## src/sv/lpt_pkg.sv

```systemverilog
package lpt_pkg;

   localparam int SAMPLE_W     = 32;
   localparam int RUN_LENGTH_W = 11;

   typedef enum logic [1:0] {
      ST_IDLE,
      ST_DECIDE,
      ST_SEARCH,
      ST_COMMIT
   } state_type;

   // controller -> datapath
   typedef struct packed {
      logic load;     // capture the incoming transaction
      logic decide;   // classify: restart, append, overflow, replace or search
      logic step;     // one binary-search probe
      logic commit;   // write tail, update count, load response register
   } cmd_type;

   // datapath -> controller
   typedef struct packed {
      logic need_search;
      logic found;
      logic out_free;
   } status_type;

endpackage

```

## src/sv/lpt_ctrl.sv

```systemverilog
module lpt_ctrl (
   input  logic                clock,
   input  logic                reset,
   input  logic                req_valid,
   output logic                req_stall,
   input  lpt_pkg::status_type status,
   output lpt_pkg::cmd_type    cmd
);

   lpt_pkg::state_type state_ff, state_in;

   always_ff @(posedge clock) begin
      if (reset) begin
         state_ff <= lpt_pkg::ST_IDLE;
      end else begin
         state_ff <= state_in;
      end
   end

   always_comb begin
      state_in = state_ff;
      case (state_ff)
         lpt_pkg::ST_IDLE: begin
            if (req_valid) begin
               state_in = lpt_pkg::ST_DECIDE;
            end
         end
         lpt_pkg::ST_DECIDE: begin
            state_in = status.need_search ? lpt_pkg::ST_SEARCH : lpt_pkg::ST_COMMIT;
         end
         lpt_pkg::ST_SEARCH: begin
            if (status.found) begin
               state_in = lpt_pkg::ST_COMMIT;
            end
         end
         lpt_pkg::ST_COMMIT: begin
            if (status.out_free) begin
               state_in = lpt_pkg::ST_IDLE;
            end
         end
         default: begin
            state_in = lpt_pkg::ST_IDLE;
         end
      endcase
   end

   always_comb begin
      cmd       = '0;
      req_stall = 1'b1;
      case (state_ff)
         lpt_pkg::ST_IDLE: begin
            req_stall = 1'b0;
            cmd.load  = req_valid;
         end
         lpt_pkg::ST_DECIDE: begin
            cmd.decide = 1'b1;
         end
         lpt_pkg::ST_SEARCH: begin
            cmd.step = 1'b1;
         end
         lpt_pkg::ST_COMMIT: begin
            cmd.commit = status.out_free;
         end
         default: begin
            req_stall = 1'b1;
         end
      endcase
   end

endmodule

```

## config.mk

```make
export PLATFORM = sky130hd
export DESIGN_NAME = lpt_ctrl
export DESIGN_NICKNAME = d
export VERILOG_FILES = /design/src/sv/lpt_pkg.sv /design/src/sv/lpt_ctrl.sv
export SDC_FILE = /design/constraint.sdc
export NUM_CORES = 1
export LEC_CHECK = 0
export BUFFER_PORTS_ARGS = -buffer_cell sky130_fd_sc_hd__buf_2
export CAP_MARGIN = 40
export CORE_AREA = 2 2 39 41
export CTS_CLUSTER_SIZE = 16
export DETAILED_ROUTE_END_ITERATION = 8
export DIE_AREA = 0 0 41 43
export PLACE_DENSITY = 0.37
export SYNTH_ARGS = -nofsm -noshare
export SYNTH_HDL_FRONTEND = slang
export SYNTH_SLANG_ARGS = --single-unit
```

## constraint.sdc

```tcl
create_clock -name clock -period 1.5 [get_ports clock]
set_input_delay 0.3 -clock clock [delete_from_list [all_inputs] [get_ports clock]]
set_output_delay 0.3 -clock clock [all_outputs]
set_load 0.01 [all_outputs]
```

### Word-level counts from Yosys, hierarchy flattened

Index checks and enable logic that the tools add are counted.

| word-level totals | value |
|---|---|
| register bits | 2 |
| output and inout port bits | 5 |

| cells by class | value |
|---|---|
| equal/unequal tests | 6 |
| mux-type cells | 10 |
| reductions and logical operators | 2 |

Operator list:

| cell | count |
|---|---|
| 2-bit one-hot mux with 4 select lines | 1 |
| 1-bit 2-to-1 mux | 6 |
| 2-bit 2-to-1 mux | 3 |
| 2-bit != test (second input constant) | 3 |
| 2-bit == test (second input constant) | 2 |
| 3-bit AND reduction | 1 |
| 2-bit by 1-bit == test with 1-bit output (second input constant) | 1 |
| 2-bit logical NOT | 1 |

### Logic depth before layout (Yosys ltp)

Gate-level depths: netlist of run 1.

| logic depth | value |
|---|---|
| depth in word-level cells | 3 |
| mapped depth | 5 |
| depth with buffers taken out | 5 |

### Least setup slack after synthesis of run 1

No wires, ideal clock.

| path | value |
|---|---|
| path kind | register to register |
| start | register state_ff[0] |
| end | register state_ff[0] |
| library setup time | 86 ps |
| data arrival time | 1,166 ps |
| required time | 1,414 ps |
| slack | 247 ps |
| stages on the path, launching flop included | 6 |
| buffers on the path | 0 |
| cells stage by stage | dfxtp_1 inv_1 ha_1 or2b_1 o2111ai_1 a221oi_2 |

| on the way | value |
|---|---|
| longest elaborated chain between the ends | 3 |

Ends and longest elaborated chain:

| what | RTL line | source |
|---|---|---|
| from (decl) | lpt_ctrl.sv:10 | `lpt_pkg::state_type state_ff, state_in;` |
| from (signal assigned) | lpt_ctrl.sv:14 | `state_ff <= lpt_pkg::ST_IDLE;` |
| from (signal assigned) | lpt_ctrl.sv:16 | `state_ff <= state_in;` |
| 2-bit == test / 2-bit logical NOT (equally long branches) | lpt_ctrl.sv:22 | `case (state_ff)` |
| 2-bit != test (no line) | -- |  |
| 3-bit AND reduction (no line) | -- |  |

Several ways; a longest one is shown, not always the timed one.
A chain may end at the register's enable or synchronous reset.

==> results.txt, run 1 <==
Core ar.: 1384 um2
Vias in the first global route: 227
Compound-cell area share of the yosys netlist: 19.23%
Total power per unit cell area: 1796 nW/um2
Core utilization of the finished layout: 23.51%
Vertical extent of the die: 43 um
Antenna violations before repair: 0
DRC violation count after routing: 0
Buffers plus inverters on the worst setup path: 2
Slew @ Worst Pin: 0.2752 ns
Sum Neg Setup Slack: 0 ns
Average size of a mapped cell: 8.758 um2
Starting utilization of the core area: 16.46%
CTS tree: done
Net Count, Synth: 37
Register with the most flip-flops: state_ff
Layout fillers: 156
Source-to-sink clock delay at the later pin of the worst-skew pair: 0.22 ns
Worst-path cell chain: inv_1, ha_2, and2_1, buf_2
Multiplexer area fraction after synthesis: 0%
Number of primary I/O pins: 11
Hold violation total from the final report: 0
Clock-pin slew on the worst setup and hold paths: 0.03 ns
Count of antenna-violating nets left after detailed routing: 0
Overall die area: 1763 um2
Main combinational cell family by area after synthesis: simple AND/OR/NAND/NOR gates
Final clock period utilization by the worst path: 93.18%
Placed wire-length estimate after detailed placement: 407.4 um
Layout overhead on the synthesized area: 42.86%
Max-slew violations: 0
Cells after Synth: 26
Switching portion of total power: 41.59%
CP max-delay cell: sky130_fd_sc_hd__dfxtp_2
Placed standard-cell area: 297.8 um2
Share of post-route cells with drive strength above 1: 48.72%
Vias per cell: 4.200
Delay of the slowest cell on the worst path: 0.35 ns
Total of cells resized after clock tree synthesis: 2
Synth Cell Area: 227.7 um2
Wire length of the first global-routing pass: 834 um
Die W: 41 um
Max Clk Rate: 715.4 MHz
Htree depth: 1
Hold Slack: 0.2474 ns
Nature of the critical path startpoint: flop
Placement-stage worst setup slack: 0.1611 ns
Top_reg_cell synth: sky130_fd_sc_hd__dfxtp_1
DRT iter0 DRCs: 4
CP Class: reg2out
Post-route total power: 0.5841 mW
Overflow after GRT: 0
Yosys warnings: 0
Number of standard-cell rows in the floorplan: 14
Reported leakage power: 0.1640 nW
Cts-stage hold buffer count: 0
Antenna diodes: 0
Maximum number of pins on one net before global-route repair: 6
# setup viols final: 0
Port Buf Inserts: 10
Setup WS post-layout: 0.1023 ns
Final min period: 1.398 ns
Worst min path class: in2reg
Leading registers by flop count: state_ff (2)
Area fraction in and, or, nand and nor cells after synthesis: 29.12%
Largest register FFs: 2
Relative max-transition margin: 81.54%
Length of the first detailed-routing pass in iterations: 2
Share of synthesized area occupied by flip-flops and latches: 17.58%
Clk buf depth: 2
Post-synthesis xor/xnor area fraction: 0%
Synthesized-area fraction occupied by adder cells: 27.47%
Required time at the worst-slack endpoint: 1.20 ns
MaxCap Viol Count: 0
Routed WL per cell: 8.564 um
Number of non-filler instances in the completed layout: 55
Maximum clock skew at final layout: 0.003922 ns
Net switching power of the design: 0.2429 mW
Final routed wirelength across all metal layers: 471 um
Proportion of register bits with asynchronous set or reset after synthesis: 0%
Total clock buffers created by CTS: 3
Sequential group share of total power: 19.2%
Type of element capturing the critical path: output port
Flip-flop and latch count after synthesis: 2
Total number of vias: 231
Post CTS Setup Buffer Count: 0
RSZ-0062 raised after global routing: no
Distinct cell type count of the synthesized netlist: 15
Final design instance area without fill: 325.3 um2
Combinational power share: 60.9%
Clk root buf: sky130_fd_sc_hd__clkbuf_4
Sinks on Clock Net: 2
Critical Path Fanout Max: 5
Clock Power Share: 19.9%
Number of placed cells counting well taps: 52
All-Layer GR Usage: 7.407%
CP arrival: 1.10 ns
Number of enable flip-flop cells after synthesis: 0
Placer Congestion: 0.7724
Final nets: 52
Top delay family on crit path: flip-flops
Result of the run: completed
Int Pwr: 0.3412 mW
Highest ir drop seen on vdd: 0.0006760 V
## path summary, 6_finish.rpt
kind                     from     endpoint  slack (ns)  cells past startpoint
setup / recovery  state_ff[1]       cmd[3]        0.10                      4
hold / removal          reset  state_ff[0]        0.25                      2
setup reg to reg  state_ff[0]  state_ff[1]        0.25                      5
hold reg to reg   state_ff[1]  state_ff[1]        0.51                      2
## layout make-up
type                       count  area (um2)  share of cell area [%]
multi-input combinational     20       175.2                   53.85
timing repair buffer          10       50.05                   15.38
sequential                     2       42.54                   13.08
clock buffer                   3       22.52                   6.923
tap                           16       20.02                   6.154
inverter                       4       15.01                   4.615
## power by group through the flow
stage	Sequential, mW	Combinational, mW	Clock [mW]
2_1_floorplan	0.100	0.257	0
3_3_place_gp	0.106	0.354	0
3_5_place_dp	0.106	0.356	0
4_1_cts	0.110	0.358	0.124
5_1_grt	0.117	0.422	0.131
6_report	0.112	0.356	0.116
## Yosys cell counts, types with 2 or more instances
master                    instances  area, um2
sky130_fd_sc_hd__inv_1            4      15.01
sky130_fd_sc_hd__or2b_1           2      15.01
sky130_fd_sc_hd__ha_1             5      62.56
sky130_fd_sc_hd__dfxtp_1          2      40.04
sky130_fd_sc_hd__nor2b_1          2      12.51
sky130_fd_sc_hd__and2_1           2      12.51
## cell families after synthesis
| kind of cell | count (synthesis) |
|---|---|
| AO/OA/AOI/OAI | 5 |
| buffers and inverters | 4 |
| flip-flops | 2 |
| AND/OR/NAND/NOR | 10 |
| adder cells (fa/ha/maj) | 5 |
## worst reg2reg max path, cell delays in order (launching register included)
cell	delay [ns]
sky130_fd_sc_hd__dfxtp_2	0.34
sky130_fd_sc_hd__inv_2	0.07
sky130_fd_sc_hd__ha_1	0.22
sky130_fd_sc_hd__nor2b_1	0.15
sky130_fd_sc_hd__o31ai_1	0.26
sky130_fd_sc_hd__a21oi_1	0.10
## layer usage
layer | vias up | track usage (%) | share of wire, %
met5 | - | 0 | 0
met4 | 0 | 6.000 | 0
met3 | 0 | 4.712 | 4.5
met2 | 5 | 9.375 | 52
met1 | 108 | 8.280 | 43
li1 | 118 | - | -
## cells in the final DEF (no fill, tap or decap)
cell type,count
sky130_fd_sc_hd__ha_2,1
sky130_fd_sc_hd__ha_1,4
sky130_fd_sc_hd__nor2b_2,1
sky130_fd_sc_hd__nor2b_1,2
sky130_fd_sc_hd__nor3_1,1
sky130_fd_sc_hd__buf_2,10
sky130_fd_sc_hd__a221oi_2,1
sky130_fd_sc_hd__nand4_1,1
sky130_fd_sc_hd__dfxtp_2,2
sky130_fd_sc_hd__or2b_1,2
sky130_fd_sc_hd__a21oi_1,1
sky130_fd_sc_hd__a211oi_1,1
sky130_fd_sc_hd__nand2b_1,1
sky130_fd_sc_hd__o2111ai_1,1
sky130_fd_sc_hd__o31ai_1,1
sky130_fd_sc_hd__inv_1,3
sky130_fd_sc_hd__clkbuf_4,3
sky130_fd_sc_hd__inv_2,1
sky130_fd_sc_hd__and2_1,2
(Power assumes the default switching activity.)
==> inputs of run 2 (changes only) <==
Settings changed: CAP_MARGIN 40 to 0, CELL_PAD_IN_SITES_DETAIL_PLACEMENT from default to 2, CELL_PAD_IN_SITES_GLOBAL_PLACEMENT from default to 2, PLACE_DENSITY 0.37 to 0.57.
==> run 2 against run 1 <==
Net effect: sequential power increased by 5%; critical path depth unchanged; global-route usage increased by 2.0 points; clock skew decreased by 0.00093 ns; worst setup slack got worse by 0.026 ns; largest power group unchanged.
==> results.txt, run 2 (synthesis results as in run 1) <==
Register with the most flip-flops: state_ff
Total clock buffers created by CTS: 3 (unchanged)
Antenna violations before repair: 0 (unchanged)
CTS tree: done
Leading registers by flop count: state_ff (2)
Clock Power Share: 18.6% (-1.3 points)
Final nets: 52 (unchanged)
Routed WL per cell: 11.87 um (+39%)
Vias in the first global route: 264 (+16%)
Core utilization of the finished layout: 24.32% (+0.81 points)
Final routed wirelength across all metal layers: 653 um (+39%)
Commonest cells after routing, fill and taps aside: 10 x sky130_fd_sc_hd__buf_2, 4 x sky130_fd_sc_hd__ha_1, 3 x sky130_fd_sc_hd__inv_1, 3 x sky130_fd_sc_hd__clkbuf_4
Final min period: 1.424 ns (+0.02628 ns)
Worst min path class: in2reg
Final clock period utilization by the worst path: 94.93% (+1.8 points)
Type of element capturing the critical path: output port
Core ar.: 1384 um2 (unchanged)
Largest register FFs: 2 (unchanged)
Wire length of the first global-routing pass: 1062 um (+27%)
Area of the multi-input gates: 185.2 um2 (+5.7%)
Number of standard-cell rows in the floorplan: 14 (unchanged)
Clk buf depth: 2 (unchanged)
All-Layer GR Usage: 9.409% (+2.0 points)
Source-to-sink clock delay at the later pin of the worst-skew pair: 0.22 ns (about the same)
Starting utilization of the core area: 16.46% (unchanged)
Hold violation total from the final report: 0 (unchanged)
# setup viols final: 0 (unchanged)
Layout fillers: 169 (+8.3%)
RSZ-0062 raised after global routing: no
Max Clk Rate: 702.2 MHz (-1.8%)
Relative max-transition margin: 80.21% (-1.3 points)
Result of the run: completed
Total number of vias: 236 (+2.2%)
Critical Path Fanout Max: 5 (unchanged)
Vias per cell: 4.291 (+2.2%)
CP Class: reg2out
Setup WS post-layout: 0.07598 ns (-0.02628 ns)
Clk root buf: sky130_fd_sc_hd__clkbuf_4
Int Pwr: 0.3649 mW (+7.0%)
Slew @ Worst Pin: 0.2950 ns (+0.01983 ns)
Total power per unit cell area: 1906 nW/um2 (+6.2%)
Placer Congestion: 0.7291 (-5.6%)
Highest ir drop seen on vdd: 0.0003849 V (-43%)
Length of the first detailed-routing pass in iterations: 2 (unchanged)
Required time at the worst-slack endpoint: 1.20 ns (about the same)
Number of placed cells counting well taps: 52 (unchanged)
Placement-stage worst setup slack: 0.1345 ns (-0.02660 ns)
Post CTS Setup Buffer Count: 0 (unchanged)
Reported leakage power: 0.1662 nW (+1.3%)
Share of post-route cells with drive strength above 1: 46.15% (-2.6 points)
Count of antenna-violating nets left after detailed routing: 0 (unchanged)
DRC violation count after routing: 0 (unchanged)
Vertical extent of the die: 43 um (unchanged)
Placed wire-length estimate after detailed placement: 508.2 um (+25%)
Number of non-filler instances in the completed layout: 55 (unchanged)
MaxCap Viol Count: 0 (unchanged)
Antenna diodes: 0 (unchanged)
Layout overhead on the synthesized area: 47.80%
Nature of the critical path startpoint: flop
Slack of the worst reg-to-reg path: 0.21 ns (-0.04 ns)
Switching portion of total power: 43.12% (+1.5 points)
Htree depth: 1 (unchanged)
Sequential group share of total power: 18.3% (-0.9 points)
Clock-pin slew on the worst setup and hold paths: 0.03 ns (about the same)
Most common cell after layout, fill and taps aside: sky130_fd_sc_hd__buf_2
Number of primary I/O pins: 11 (unchanged)
Port Buf Inserts: 10 (unchanged)
Maximum clock skew at final layout: 0.002992 ns (-0.0009299 ns)
Max-slew violations: 0 (unchanged)
Die W: 41 um (unchanged)
Area taken by flip-flops and latches: 43.79 um2 (+2.9%)
Combinational power share: 63.0% (+2.1 points)
Sinks on Clock Net: 2 (unchanged)
DRT iter0 DRCs: 1 (-3)
Sum Neg Setup Slack: 0 ns (unchanged)
Overall die area: 1763 um2 (unchanged)
Net switching power of the design: 0.2766 mW (+14%)
Maximum number of pins on one net before global-route repair: 6 (unchanged)
Overflow after GRT: 0 (unchanged)
CP arrival: 1.12 ns (+0.02 ns)
[run 2: changes by cell type in the layout (fill, tap and decap cells not counted)]
cell	before	now
sky130_fd_sc_hd__ha_4	0	1
sky130_fd_sc_hd__dfxtp_1	0	1
sky130_fd_sc_hd__dfxtp_4	0	1
sky130_fd_sc_hd__dfxtp_2	2	0
sky130_fd_sc_hd__ha_2	1	0
[run 2: worst paths after layout]
kind,from,endpoint,cells after the start
hold reg to reg,state_ff[1],state_ff[1],2
setup / recovery,state_ff[1],cmd[3],4
hold / removal,reset,state_ff[0],2
setup reg to reg,state_ff[0],state_ff[0],5
[run 2: metrics by stage]
step / area, um2 / total power, mW / hold slack (ns)
after floorplan: 227.7 / 0.3570 / 0.3662
after global placement: 297.8 / 0.4693 / 0.4845
after detailed placement: 297.8 / 0.4800 / 0.4943
after CTS: 324.1 / 0.6174 / 0.2549
after global routing: 336.6 / 0.7214 / 0.2622
final: 336.6 / 0.6416 / 0.2639
[run 2: worst max-delay path, stage by stage (launching register included)]
cell and delay, ns:
sky130_fd_sc_hd__dfxtp_4 0.36, sky130_fd_sc_hd__inv_1 0.10, sky130_fd_sc_hd__ha_4 0.19, sky130_fd_sc_hd__and2_1 0.12, sky130_fd_sc_hd__buf_2 0.13
[run 2: layout make-up]
type | count | share of cell area (%)
Clock buffer | 3 | 6.691
Inverter | 4 | 4.461
Multi-Input combinational cell | 20 | 55.02
Sequential cell | 2 | 13.01
Tap cell | 16 | 5.948
Timing Repair Buffer | 10 | 14.87
[run 2: power by group through the flow]
stage | combinational, mW | sequential [mW] | clock (mW)
6_report | 0.404 | 0.118 | 0.119
5_1_grt | 0.460 | 0.124 | 0.137
4_1_cts | 0.379 | 0.113 | 0.125
3_5_place_dp | 0.372 | 0.108 | 0
3_3_place_gp | 0.362 | 0.108 | 0
2_1_floorplan | 0.257 | 0.100 | 0
[run 2: what timing repair did]
item,CTS,global route
gates resized for setup,3,2
hold buffers,0,0
endpoints found under the setup margin,1,1
[run 2: routing by layer]
layer | GRT usage, % | up-vias | routed length (um)
met5 | 0 | - | 0
met4 | 6.000 | 0 | 0
met3 | 3.141 | 0 | 26
met2 | 15.00 | 5 | 360
met1 | 9.873 | 114 | 266
li1 | - | 117 | -
